`src/rtl/core/vde_pkg.sv`:
```
// Package for the vector distance engine: metric codes, finish-unit states
// and lane/accumulator constants. No dependencies.
package vde_pkg;

  typedef enum logic [1:0] {
    METRIC_L2  = 2'd0,
    METRIC_IP  = 2'd1,
    METRIC_COS = 2'd2,
    METRIC_L1  = 2'd3
  } metric_t;

  typedef enum logic [2:0] {
    FS_IDLE,
    FS_MUL,
    FS_SQRT,
    FS_DIV,
    FS_DONE
  } fin_state_t;

  localparam int LANES         = 4;
  localparam int ELEMENT_WIDTH = 16;
  localparam int ACC_WIDTH     = 48;
  localparam int FRAC_BITS     = 12;
  localparam int OUT_WIDTH     = 48;
  localparam int COS_ONE_SHIFT = 30;

endpackage

```
`src/rtl/core/vde_lane.sv`:
```
// One lane of the vector distance engine: main term and norm terms of one
// element pair. Depends on vde_pkg.
module vde_lane #(
  parameter int EW = 16
) (
  input  logic signed [EW-1:0]     a,
  input  logic signed [EW-1:0]     b,
  input  logic                     en,
  input  vde_pkg::metric_t         metric,
  output logic signed [2*EW+1:0]   main_term,
  output logic        [2*EW-1:0]   na_term,
  output logic        [2*EW-1:0]   nb_term
);
  import vde_pkg::*;

  logic signed [EW:0]     d;
  logic        [EW:0]     dabs;
  logic signed [2*EW+1:0] m;

  always_comb begin
    d    = (EW+1)'(a) - (EW+1)'(b);
    dabs = d[EW] ? (EW+1)'(-d) : (EW+1)'(d);
    case (metric)
      METRIC_L2: m = (2*EW+2)'(d * d);
      METRIC_L1: m = (2*EW+2)'({1'b0, dabs}) <<< FRAC_BITS;
      default:   m = (2*EW+2)'(a * b);
    endcase
    main_term = en ? m : '0;
    na_term   = en ? $unsigned((2*EW)'(a * a)) : '0;
    nb_term   = en ? $unsigned((2*EW)'(b * b)) : '0;
  end

endmodule

```
`config.mk`:
```
export PLATFORM = sky130hd
export DESIGN_NAME = vde_lane
export DESIGN_NICKNAME = d
export VERILOG_FILES = /design/src/rtl/core/vde_pkg.sv /design/src/rtl/core/vde_lane.sv
export SDC_FILE = /design/constraint.sdc
export NUM_CORES = 2
export LEC_CHECK = 0
export BUFFER_PORTS_ARGS = -buffer_cell sky130_fd_sc_hd__buf_2
export CAP_MARGIN = 15
export CORE_MARGIN = 4
export CORE_UTILIZATION = 40
export DETAILED_ROUTE_END_ITERATION = 16
export PLACE_DENSITY = 0.64
export SKIP_LAST_GASP = 1
export SYNTH_ARGS = -nofsm -noshare
export SYNTH_HDL_FRONTEND = slang
export SYNTH_SLANG_ARGS = --single-unit
```
`constraint.sdc`:
```
create_clock -name vclk -period 13.25
set_input_delay 1.9875 -clock vclk [all_inputs]
set_output_delay 1.9875 -clock vclk [all_outputs]
set_load 0.03 [all_outputs]
```
# [Word-level counts from Yosys, hierarchy flattened]
# Index checks and enable logic that the tools add are counted.
[op_classes] n_reduce_logical=1 n_eq_ne=1 mul=4 mux=5 n_addsub=2
[op_table] operator="$mul A16 B16 Y32" n=3
[op_table] operator="$pmux W34 S2" n=1
[op_table] operator="$mux W32" n=2
[op_table] operator="$mul A17 B17 Y34" n=1
[op_table] operator="$mux W34" n=1
[op_table] operator="$mux W17" n=1
[op_table] operator="$neg A17 Y17" n=1
[op_table] operator="$sub A16 B16 Y17" n=1
[op_table] operator="$eq A2 B2 Y1 const B" n=1
[op_table] operator="$logic_not A2 Y1" n=1
[word_totals] elab_cells=13 out_inout_bits=98 ff_bits=0 input_bits=35

# [Logic depth before layout (Yosys ltp)]
[depth] depth_word=5 ltp_mapped=37 mapped_depth_nobuf=34

# [Worst setup path after synthesis]
# No wires, ideal clock.
[synth_path] path_type="input-to-output" startpoint="in a[1]" endpoint="out main_term[32]" cell_stages=35 n_path_buf=4 path_slack_ns=0.784 t_required_ns=11.262 arrival_ns=10.478 path_cell_list="clkbuf_1 > clkinv_1 > clkbuf_1 > fa_1 > nor2b_1 > o31a_1 > o2111ai_1 > nand3_1 > a31oi_1 > or2_2 > inv_1 > clkbuf_1 > clkbuf_1 > nor2_1 > fa_1 > inv_1 > fa_1 > inv_1 > fa_1 > fa_1 > fa_1 > inv_1 > fa_1 > inv_1 > ha_1 > a21oi_1 > nor2b_1 > o21a_1 > nor2_1 > o21ai_0 > a221o_1 > a21o_1 > a311o_1 > a21o_1 > a2111o_1"
[synth_between] elab_chain_len=4 elab_cells_between_ends=5 classes_between="add/sub (1); mul (2); mux (2)"
[synth_rtl] element="start: declaration" line="vde_lane.sv:6" source="input logic signed [EW-1:0] a,"
[synth_rtl] element="$sub A16 B16 Y17" line="vde_lane.sv:21" source="d = (EW+1)'(a) - (EW+1)'(b);"
[synth_rtl] element="$mul A17 B17 Y34" line="vde_lane.sv:24" source="METRIC_L2: m = (2*EW+2)'(d * d);"
[synth_rtl] element="$pmux W34 S2 (*)" line="vde_lane.sv:23" source="case (metric)"
[synth_rtl] element="$mux W34 (*)" line="vde_lane.sv:28" source="main_term = en ? m : '0;"
[synth_rtl] element="end: declaration" line="vde_lane.sv:10" source="output logic signed [2*EW+1:0] main_term,"
# Every way passes the cells marked *; elsewhere a longest branch is shown, timed or not.

# [Worst setup path in the final report]
[layout_path] startpoint="in b[5]" endpoint="out main_term[33]"
[layout_between] elab_chain_len=4 elab_cells_between_ends=5 classes_between="add/sub (1); mul (2); mux (2)"
[layout_rtl] element="start: declaration" line="vde_lane.sv:7" source="input logic signed [EW-1:0] b,"
[layout_rtl] element="$sub A16 B16 Y17" line="vde_lane.sv:21"
[layout_rtl] element="$mul A17 B17 Y34" line="vde_lane.sv:24"
[layout_rtl] element="$pmux W34 S2 (*)" line="vde_lane.sv:23"
[layout_rtl] element="$mux W34 (*)" line="vde_lane.sv:28"
# Marked as above.

==> metrics.md <==
| Metric | Value |
|---|---|
| Crit path max-delay cell type | `fa_1` |
| Yosys cell types | `78` |
| Mean Syn Cell Area | `8.89 sq um` |
| Worst Setup SP | `b[5]` |
| Slew @ Worst Pin | `1180 ps` |
| Commonest cells after routing, fill and taps aside | `inv_1, fa_1, nand2_1` |
| Setup crit start kind | `primary input` |
| Post-layout minimum cycle time | `12810 ps` |
| Top cell type's share of synthesized area | `0.521` |
| Commonest non-fill, non-tap cell in the layout | `inv_1` |
| Clkbuf count | `0` |
| DR DRC count | `0` |
| Vias in the first global route | `31.2k` |
| Largest net degree at the start of global routing | `43` |
| Row cnt | `114` |
| Remaining antenna violation count | `0` |
| Die area | `102000 sq um` |
| Global routing usage on met3 | `0.0332` |
| # setup viols final | `0` |
| Yosys warnings | `0` |
| GR Util met2 | `0.348` |
| Met1 Use GR | `0.267` |
| Crit path depth | `32` |
| GRT Util Overall | `0.202` |
| Gr busiest metal | `met2` |
| Cells after Synth | `4371` |
| Fillers | `9608` |
| Die X-Extent | `320 um` |
| Top delay family on crit path | `adder cells` |
| Placed Area | `41100 sq um` |
| Max_slew headroom | `0.206` |
| Post-Route WL | `101000 um` |
| Placer Congestion | `0.930` |
| HP Class | `primary input to output port` |
| GRT overflow | `0` |
| Flip-flop and latch count | `0` |
| I/O pin count | `133` |
| Post-synthesis sequential area ratio | `0` |
| Post-CTS setup repair buffer count | `0` |
| Max cap viols | `0` |
| Final hold viol count | `0` |
| Antenna violations before repair | `16` |
| Sequential Area | `0 sq um` |
| Crit path capture type | `output port` |
| DP Worst Slack | `417 ps` |
| WL per Instance | `17.6 um` |
| Final Max Slew Viols | `0` |
| Worst setup slack after layout | `440 ps` |
| CP Max Fanout | `9` |
| Vias | `28.7k` |
| Final net count | `5857` |
| Critical Path Most Common Cell | `fa_1` |
| Setup CP Type | `primary input to output port` |
| Die extent in y | `320 um` |
| Cell accounting for the most synthesized area | `fa_1` |
| Synth area leaders | `fa_1, inv_1, ha_1` |
| Layout cell share with drive strength beyond 1 | `0.0548` |
| Final worst-path cycle share | `0.967` |
| Synth-to-Final Area Change | `6.01%` |
| Status | `finished, final reports clean` |
| Detail Placement HPWL | `84900 um` |
| First-pass GRT wire length | `166000 um` |
| Vias/cell | `5.02` |
| Critical Path Max Stage Delay | `560 ps` |
| Core ar. | `96600 sq um` |
| Finished Cell Area | `41200 sq um` |
| Pre-Repair DR Iteration Count | `6` |
| End point of the critical path | `main_term[33]` |
| Starting Density | `0.402` |
| Req. time, crit path | `11260 ps` |
| Initial drt markers | `1609` |
| Max Clk Rate | `78.1 MHz` |
| Worst EP arrival | `10820 ps` |
| Syn Std Cell Area | `38800 sq um` |
| Port Buffers | `131` |
| Worst Path Buf+Inv | `8` |
==> synthesized netlist by cell type (all sizes together), types with 9 or more instances <==
cell type  number
clkbuf        126
nor2b          14
buf            14
a21o           56
and2           97
a31oi          12
nand2         425
nand2b         31
xor2           51
nor2          301
and3           21
o31ai          11
fa           1011
a211oi         19
o21bai         14
nand4          10
a21oi          90
a21boi          9
or3            14
nor3b           9
o21ai          66
clkinv         12
nor3           51
inv          1262
o21a           32
a221oi         16
nand3          25
xnor2          99
ha            372
==> through the flow <==
step                      instances  setup TNS [ps]  utilization  hold slack, ps
after detailed placement       5713               0        0.426            4600
after global placement         5713               0        0.426            4600
after floorplan                4372               0            -            4250
after CTS                      5713               0        0.426            4610
after global routing           5714           -2.28        0.426            4620
final                          5724               0        0.426            4610
==> layer usage <==
layer  wire [um]  up-vias
met3        7410      162
met2       49000      864
met5          76        -
met1       40800    14700
li1            -    13000
met4        3290       10
==> worst min path at each step <==
stage / from / to / slack [ps] / depth (start not counted)
after floorplan: b[1] / nb_term[2] / 4250 / 2
after global placement: a[0] / na_term[2] / 4600 / 3
after detailed placement: a[0] / na_term[2] / 4600 / 3
after CTS: a[0] / na_term[2] / 4610 / 3
after global routing: a[0] / na_term[2] / 4620 / 3
final: a[0] / na_term[2] / 4610 / 3
==> tightest hold or removal path, delay by kind of cell <==
family | cells | cell delay, ps
buf+inv | 2 | 520
simple gates | 1 | 100
==> timing repair <==
item,4_1_cts,5_1_grt
endpoints found under the setup margin,0,5
endpoints found under the hold margin,0,0
gates resized for setup,0,6
hold buffers,0,0
==> kinds of logic after synthesis <==
family,synth area share
AO/OA/AOI/OAI,0.0683
XOR/XNOR,0.0345
adder cells (fa/ha/maj),0.641
buffers and inverters,0.137
multiplexers,0.00187
other,0.0000965
AND/OR/NAND/NOR,0.118
==> cell type report <==
type	instances	area [sq um]	area share
antenna	11	27.5	0.000668
timing repair buffer	205	1210	0.0294
multi-input combinational	2958	33600	0.815
tap	1276	1600	0.0388
inverter	1274	4790	0.116
Power is not shown: default switching activity piles up to over one toggle a cycle in this logic, so the estimate is an artifact.
