`src/rtl/core/vde_pkg.sv`:
```
// Package for the vector distance engine: metric codes, finish-unit states
// and lane/accumulator constants. No dependencies.
package vde_pkg;

  typedef enum logic [1:0] {
    METRIC_L2  = 2'd0,
    METRIC_IP  = 2'd1,
    METRIC_COS = 2'd2,
    METRIC_L1  = 2'd3
  } metric_t;

  typedef enum logic [2:0] {
    FS_IDLE,
    FS_MUL,
    FS_SQRT,
    FS_DIV,
    FS_DONE
  } fin_state_t;

  localparam int LANES         = 4;
  localparam int ELEMENT_WIDTH = 16;
  localparam int ACC_WIDTH     = 48;
  localparam int FRAC_BITS     = 12;
  localparam int OUT_WIDTH     = 48;
  localparam int COS_ONE_SHIFT = 30;

endpackage

```
`src/rtl/core/vde_finish.sv`:
```
// Cosine finish unit: multiplies the norms, takes an integer square root and
// divides the dot product bit-serially; no new start until done. Depends on vde_pkg.
module vde_finish #(
  parameter int AW = 48
) (
  input  logic                 clk,
  input  logic                 rst,
  input  logic                 start,
  input  logic signed [AW-1:0] dot,
  input  logic        [AW-1:0] na,
  input  logic        [AW-1:0] nb,
  output logic                 done,
  output logic signed [AW:0]   cos
);
  import vde_pkg::*;

  localparam int PW = 2*AW;
  localparam int CW = $clog2(PW+1);
  localparam int NW = AW + COS_ONE_SHIFT;

  fin_state_t state, state_next;
  logic [PW-1:0] prod, rem;
  logic [AW-1:0] root, bmul, mag;
  logic [AW:0]   divr;
  logic [NW-1:0] quo;
  logic [CW-1:0] cnt;
  logic          neg;
  logic [PW+1:0] trial;
  logic [AW:0]   dtrial;

  always_comb begin
    state_next = state;
    done = 1'b0;
    case (state)
      FS_IDLE: if (start) state_next = FS_MUL;
      FS_MUL:  if (cnt == CW'(AW-1)) state_next = FS_SQRT;
      FS_SQRT: if (cnt == CW'(AW-1)) state_next = FS_DIV;
      FS_DIV:  if (cnt == CW'(NW-1) || mag >= root) state_next = FS_DONE;
      FS_DONE: begin
        done = 1'b1;
        state_next = FS_IDLE;
      end
      default: state_next = FS_IDLE;
    endcase
    trial  = {2'b0, rem} - ((PW+2)'({root, 2'b01}) << (2*(AW-1-32'(cnt))));
    dtrial = {divr[AW-1:0], quo[NW-1]};
  end

  always_ff @(posedge clk) begin
    if (rst) begin
      state <= FS_IDLE;
    end else begin
      state <= state_next;
    end
    case (state)
      FS_IDLE: begin
        cnt  <= '0;
        neg  <= dot[AW-1];
        mag  <= dot[AW-1] ? AW'(-dot) : AW'(dot);
        prod <= '0;
        bmul <= nb;
        rem  <= {{AW{1'b0}}, na};
        root <= '0;
      end
      FS_MUL: begin
        if (bmul[AW-1-cnt[CW-2:0]]) begin
          prod <= (prod << 1) + PW'(rem[AW-1:0]);
        end else begin
          prod <= prod << 1;
        end
        cnt <= (cnt == CW'(AW-1)) ? '0 : cnt + 1'b1;
        if (cnt == CW'(AW-1)) begin
          rem <= bmul[0] ? (prod << 1) + PW'(rem[AW-1:0]) : prod << 1;
        end
      end
      FS_SQRT: begin
        if (!trial[PW+1] && trial[PW:0] < (PW+1)'(rem) + 1) begin
          rem  <= trial[PW-1:0];
          root <= {root[AW-2:0], 1'b1};
        end else begin
          root <= {root[AW-2:0], 1'b0};
        end
        cnt <= (cnt == CW'(AW-1)) ? '0 : cnt + 1'b1;
        if (cnt == CW'(AW-1)) begin
          quo  <= {mag, {COS_ONE_SHIFT{1'b0}}};
          divr <= '0;
        end
      end
      FS_DIV: begin
        cnt <= cnt + 1'b1;
        if (dtrial >= {1'b0, root}) begin
          divr <= dtrial - {1'b0, root};
          quo  <= {quo[NW-2:0], 1'b1};
        end else begin
          divr <= dtrial;
          quo  <= {quo[NW-2:0], 1'b0};
        end
      end
      default: ;
    endcase
  end

  logic [AW:0] qmag;
  always_comb begin
    qmag = (mag >= root) ? (AW+1)'(64'd1 << COS_ONE_SHIFT) : (AW+1)'(quo);
    cos  = neg ? -$signed(qmag) : $signed(qmag);
  end

endmodule
```
`config.mk`:
```
export PLATFORM = sky130hd
export DESIGN_NAME = vde_finish
export DESIGN_NICKNAME = d
export VERILOG_FILES = /design/src/rtl/core/vde_pkg.sv /design/src/rtl/core/vde_finish.sv
export SDC_FILE = /design/constraint.sdc
export NUM_CORES = 2
export LEC_CHECK = 0
export BUFFER_PORTS_ARGS = -buffer_cell sky130_fd_sc_hd__buf_2
export CORE_UTILIZATION = 50
export DETAILED_ROUTE_END_ITERATION = 8
export HOLD_SLACK_MARGIN = 0.06
export PLACE_DENSITY = 0.7
export SYNTH_ARGS = -nofsm -noshare
export SYNTH_HDL_FRONTEND = slang
export SYNTH_SLANG_ARGS = --single-unit
```
`constraint.sdc`:
```
create_clock -name clk -period 38.5 [get_ports clk]
set_input_delay 0 -clock clk [delete_from_list [all_inputs] [get_ports clk]]
set_output_delay 0 -clock clk [all_outputs]
set_load 0.02 [all_outputs]
```
# [Word-level counts from Yosys, hierarchy flattened]
# Index checks and enable logic that the tools add are counted.
[totals] ff_bits=472 wordCells=76 rom_bits=0 latch_bits=0 inputBits=147 n_memories=0 ram_bits=0
[op_classes] n_mux=27 div=0 magnitude_cmp=4 shift=1 bitwise=0 eq_ne=11 add_sub_neg=9 mul=0 n_reduce_logical=13
[ops] operator="$mux W96" count=3
[ops] operator="$pmux W96 S3" count=1
[ops] operator="$pmux W48 S2" count=2
[ops] operator="$pmux W95 S2" count=1
[ops] operator="$pmux W78 S2" count=1
[ops] operator="$mux W49" count=2
[ops] operator="$shl A50 B32 Y98" count=1
[ops] operator="$sub A96 B98 Y98" count=1
[ops] operator="$add A96 B1 Y97 const B" count=1
[ops] operator="$lt A97 B97 Y1" count=1
[ops] operator="$add A96 B48 Y96" count=1
[ops] operator="$mux W48" count=2
[ops] operator="$mux W95" count=1
[ops] operator="$mux W78" count=1
[ops] operator="$ge A49 B48 Y1" count=1
[ops] operator="$neg A49 Y49" count=1
[ops] operator="$ge A48 B48 Y1" count=1
[ops] operator="$neg A48 Y48" count=1
[ops] operator="$sub A48 B48 Y48" count=1
[ops] operator="$mux W47" count=1
[ops] operator="$lt A32 B7 Y1 const B" count=1
[ops] operator="$pmux W7 S3" count=1
[ops] operator="$mux W3" count=4
[ops] operator="$pmux W3 S4" count=1
[ops] operator="22 further kinds" count=33

# [Longest topological paths before layout]
[depth] word_depth=7 mapped_depth=37

# [Worst setup path after synthesis]
# OpenSTA, ideal clock, no wires.
[synth_timing] path_type="register to register" startpoint="reg state[0]" endpoint="reg divr[0] (enable)" t_arrival_ns=12.264 synth_period_minus_slack_ns=13.050 stages_incl_launch_ff=6 t_required_ns=37.714 setup_ns=0.786 setup_slack_ns=25.450 cell_sequence="dfxtp_1 -> clkbuf_1 -> nor2_1 -> nand2_1 -> clkbuf_1 -> o21ai_0"
[synth_via] elab_chain_cells=3 word_cells_on_any_way=5 classes_between="3 x eq/ne; 2 x reduce/logical"
[synth_rtl] element="start: declaration" line_no="vde_finish.sv:21" text="fin_state_t state, state_next;"
[synth_rtl] element="start signal: assignment" line_no="vde_finish.sv:53" text="state <= state_next;"
[synth_rtl] element="$eq A3 B2 Y1" line_no="vde_finish.sv:55" text="case (state)"
[synth_rtl] element="$ne A2 B2 Y1 (no source line) or $reduce_bool A2 Y1 (tied branches)"
[synth_rtl] element="$reduce_and A2 Y1 (no source line) *"
[synth_rtl] element="end signal: assignment" line_no="vde_finish.sv:92" text="divr <= dtrial - {1'b0, root};"
[synth_rtl] element="end signal: assignment" line_no="vde_finish.sv:95" text="divr <= dtrial;"
[synth_rtl] element="end: declaration" line_no="vde_finish.sv:24" text="logic [AW:0] divr;"
# Mark *: on every way between the ends. The rest lies on a longest branch, timed or not.
# A chain may end at the register's enable or synchronous reset.

# [Worst setup path in the final report]
[layout_timing] startpoint="reg cnt[4]" endpoint="reg rem[40] (enable)"
[layout_via] elab_chain_cells=7 word_cells_on_any_way=10 classes_between="2 x add/sub; 1 x order compare; 3 x eq/ne; 1 x shift; 3 x reduce/logical"
[layout_rtl] element="start: declaration" line_no="vde_finish.sv:26" text="logic [CW-1:0] cnt;"
[layout_rtl] element="start signal: assignment" line_no="vde_finish.sv:71" text="cnt <= (cnt == CW'(AW-1)) ? '0 : cnt + 1'b1;"
[layout_rtl] element="start signal: assignment" line_no="vde_finish.sv:83" text="cnt <= (cnt == CW'(AW-1)) ? '0 : cnt + 1'b1;"
[layout_rtl] element="start signal: assignment" line_no="vde_finish.sv:90" text="cnt <= cnt + 1'b1;"
[layout_rtl] element="$sub A6 B7 Y8" line_no="vde_finish.sv:45" text="trial = {2'b0, rem} - ((PW+2)'({root, 2'b01}) << (2*(AW-1-32'(cnt))));"
[layout_rtl] element="$shl A50 B32 Y98" line_no="vde_finish.sv:45"
[layout_rtl] element="$sub A96 B98 Y98" line_no="vde_finish.sv:45"
[layout_rtl] element="$lt A97 B97 Y1 or $logic_not A1 Y1 (tied branches)" line_no="vde_finish.sv:77" text="if (!trial[PW+1] && trial[PW:0] < (PW+1)'(rem) + 1) begin"
[layout_rtl] element="$logic_and A1 B1 Y1" line_no="vde_finish.sv:77"
[layout_rtl] element="$ne A2 B2 Y1 (no source line)"
[layout_rtl] element="$reduce_and A3 Y1 (no source line) *"
[layout_rtl] element="end signal: assignment" line_no="vde_finish.sv:62" text="rem <= {{AW{1'b0}}, na};"
[layout_rtl] element="end signal: assignment" line_no="vde_finish.sv:73" text="rem <= bmul[0] ? (prod << 1) + PW'(rem[AW-1:0]) : prod << 1;"
[layout_rtl] element="end signal: assignment" line_no="vde_finish.sv:78" text="rem <= trial[PW-1:0];"
[layout_rtl] element="end: declaration" line_no="vde_finish.sv:22" text="logic [PW-1:0] prod, rem;"
# Marks and branches as above.

==> results.sh <==
export IMPL_grt_pass1_wl_um=215000
export IMPL_cts_buffers_inserted=55
export IMPL_hold_path_class="in2reg"
export IMPL_wl_met2_um=64900
export IMPL_ys_types=89
export IMPL_die_h_um=294
export IMPL_io_pins=197
export IMPL_worstPathRequired_ps=38720
export IMPL_fin_tns_setup_ps=0
export IMPL_rows=106
export IMPL_cp_arrival_ps=11850
export IMPL_startpoint_type="flip-flop"
export IMPL_yosys_warnings=0
export IMPL_areaGrowthSynthToFinish_pct=12.9
export IMPL_cp_max_fo=80
export IMPL_endpoint_kind="flip-flop"
export IMPL_place_inst=6012
export IMPL_drcViolationCount=0
export IMPL_ant_nets=0
export IMPL_syn_inst=4907
export IMPL_worst_slew_pin_slew_ps=1280
export IMPL_skew_ps=69.8
export IMPL_drv_cap=0
export IMPL_cts_root_buffer="clkbuf_16"
export IMPL_synth_top_area_share_pct=33.0
export IMPL_vias=39500
export IMPL_max_slew_margin_pct=14.0
export IMPL_slew_viol_final=0
export IMPL_seq_area_frac_synth_pct=33.1
export IMPL_grt_max_degree=81
export IMPL_wl_met3_um=9710
export IMPL_antenna_found_initial=1
export IMPL_cpPeakStageDelay_ps=920
export IMPL_worstHoldPathCells=2
export IMPL_drt_total_wl_um=139000
export IMPL_synthArstFlopShare_pct=0
export IMPL_layout_min_cycle_time_ps=11630
export IMPL_synth_area_mm2=0.0427
export IMPL_rsz0062_at_grt="false"
export IMPL_synth_top_cell_by_area="edfxtp_1"
export IMPL_hpwl_um=103000
export IMPL_leakage_nw=18.6
export IMPL_utilization_pct=57.4
export IMPL_core_area_mm2=0.0841
export IMPL_layout_commonest_cell="nand2_1"
export IMPL_htree_levels=2
export IMPL_wirelength_met1_um=58800
export IMPL_drtPass1Iterations=6
export IMPL_fin_crit_sh_pct=30.2
export IMPL_syn_area_per_cell_um2=8.71
export IMPL_instances_no_fill=6304
export IMPL_fin_nets=5621
export IMPL_cts_sinks=472
export IMPL_die_x_um=294
export IMPL_grt_pass1_vias=37300
export IMPL_routed_via_density=6.27
export IMPL_reg2reg_depth=32
export IMPL_top_layer_used="met4"
export IMPL_most_common_layout_cells="nand2_1 (630), edfxtp_1 (469), nor2_1 (414)"
export IMPL_path_clk_slew_ps=60
export IMPL_synth_edf_count=469
export IMPL_portBuffers=196
export IMPL_synth_main_ff_cell="edfxtp_1"
export IMPL_vdd_drop_max_v=0.0000349
export IMPL_synth_area_leaders="edfxtp_1 (33%), ha_1 (10%), nand2_1 (5.6%), xnor2_1 (4.7%), a21oi_1 (4.5%)"
export IMPL_cts_path_max_buffers=3
export IMPL_p_per_area_mw_per_mm2=49.8
export IMPL_hold_violations=0
export IMPL_holdBufCountCts=191
export IMPL_slowest_stage="nor2_2"
export IMPL_postCtsSetupRepairBufs=0
export IMPL_drtIter0Drc=4072
export IMPL_synth_fp_nets=5402
export IMPL_finalPower_mw=2.40
export IMPL_cts_tree="built"
export IMPL_grt_use_total_pct=31.5
export IMPL_routedWlPerCell_um=22.0
export IMPL_gp_congestion=1.05
export IMPL_cts_repair_resized=0
export IMPL_max_freq_mhz=86.0
export IMPL_synth_ff_latch_count=472
export IMPL_clkLatencyLatePin_ps=670
export IMPL_setup_viol_count_final=0
export IMPL_status="completed"
export IMPL_grt_overflow=0
export IMPL_worstSetupPathType="reg2reg"
export IMPL_dieArea_mm2=0.0866
export IMPL_drive_above_1_share_pct=8.78
export IMPL_start_util_pct=50.8
==> through the flow <==
stage | cell area, um^2 | hold WS (ps) | setup WS (ps)
finish | 48200 | 80.7 | 26870
global route | 48200 | 76.6 | 26190
CTS | 48200 | 60.1 | 26930
detailed placement | 44500 | 178 | 27020
global placement | 44500 | 177 | 27370
floorplan | 42700 | 69.1 | 25450
==> flip-flops by register name (all words and copies together), names as in the netlist <==
register  cells
root         48
divr         48
prod         95
cnt           7
state         3
quo          78
rem          96
mag          48
bmul         48
neg           1
==> power by group <==
| group | switching (mW) | internal, mW |
|---|---|---|
| clock | 0.228 | 0.303 |
| sequential | 0.0752 | 0.636 |
| combinational | 0.713 | 0.447 |
==> worst max-delay path: cells and delay by family, from the launching register on <==
kind | cells | cell delay (ps)
AOI/OAI and AO/OA | 17 | 4280
and+or+nand+nor | 6 | 2920
adders and majority gates | 3 | 1120
DFF | 1 | 320
buffers and inverters | 5 | 2220
xor gates and xnor gates | 1 | 240
==> metal layers <==
metal / track usage [%] / vias to the layer above
li1: - / 18700
met3: 3.91 / 258
met1: 42.4 / 18900
met4: 11.6 / 0
met2: 52.0 / 1598
met5: 0 / -
==> kinds of logic (layout without fill, tap and decap cells) <==
group | count (synthesis) | in the layout | synth area share [%]
AOI/OAI and AO/OA | 1333 | 1333 | 20.1
xor gates and xnor gates | 422 | 422 | 8.65
adders and majority gates | 348 | 348 | 10.2
buffers and inverters | 397 | 659 | 3.53
DFF | 472 | 472 | 33.1
muxes | 124 | 124 | 4.50
other | 0 | 1 | 0
and+or+nand+nor | 1811 | 1811 | 19.9
==> layout make-up <==
type	count	area, um^2
antenna	1	2.50
clock buffer	63	1410
clock inverter	37	382
fill	7434	35900
inverter	130	488
multi-input combinational	4038	27200
sequential	472	14100
tap	1134	1420
timing repair buffer	429	3210
==> synth_stat cells (all sizes together), types with 54 or more instances <==
cell and instances:
and3 93, clkbuf 229, a21o 164, nand3 201, mux2i 64, a21oi 381
inv 129, nand2 632, edfxtp 469, xnor2 227, o21ai 306, nand4 108
xor2 195, mux4 54, ha 346, nor3 87, nor2 419
==> final timing paths <==
check | startpoint | endpoint | slack [ps]
setup / recovery | cnt[4]$_DFFE_PP_ | rem[40]$_DFFE_PP_ | 26870
hold reg to reg | quo[62]$_DFFE_PP_ | quo[63]$_DFFE_PP_ | 500
setup reg to reg | cnt[4]$_DFFE_PP_ | rem[40]$_DFFE_PP_ | 26870
hold / removal | nb[18] | bmul[18]$_DFFE_PP_ | 80
Power figures use the tool's default switching activity.
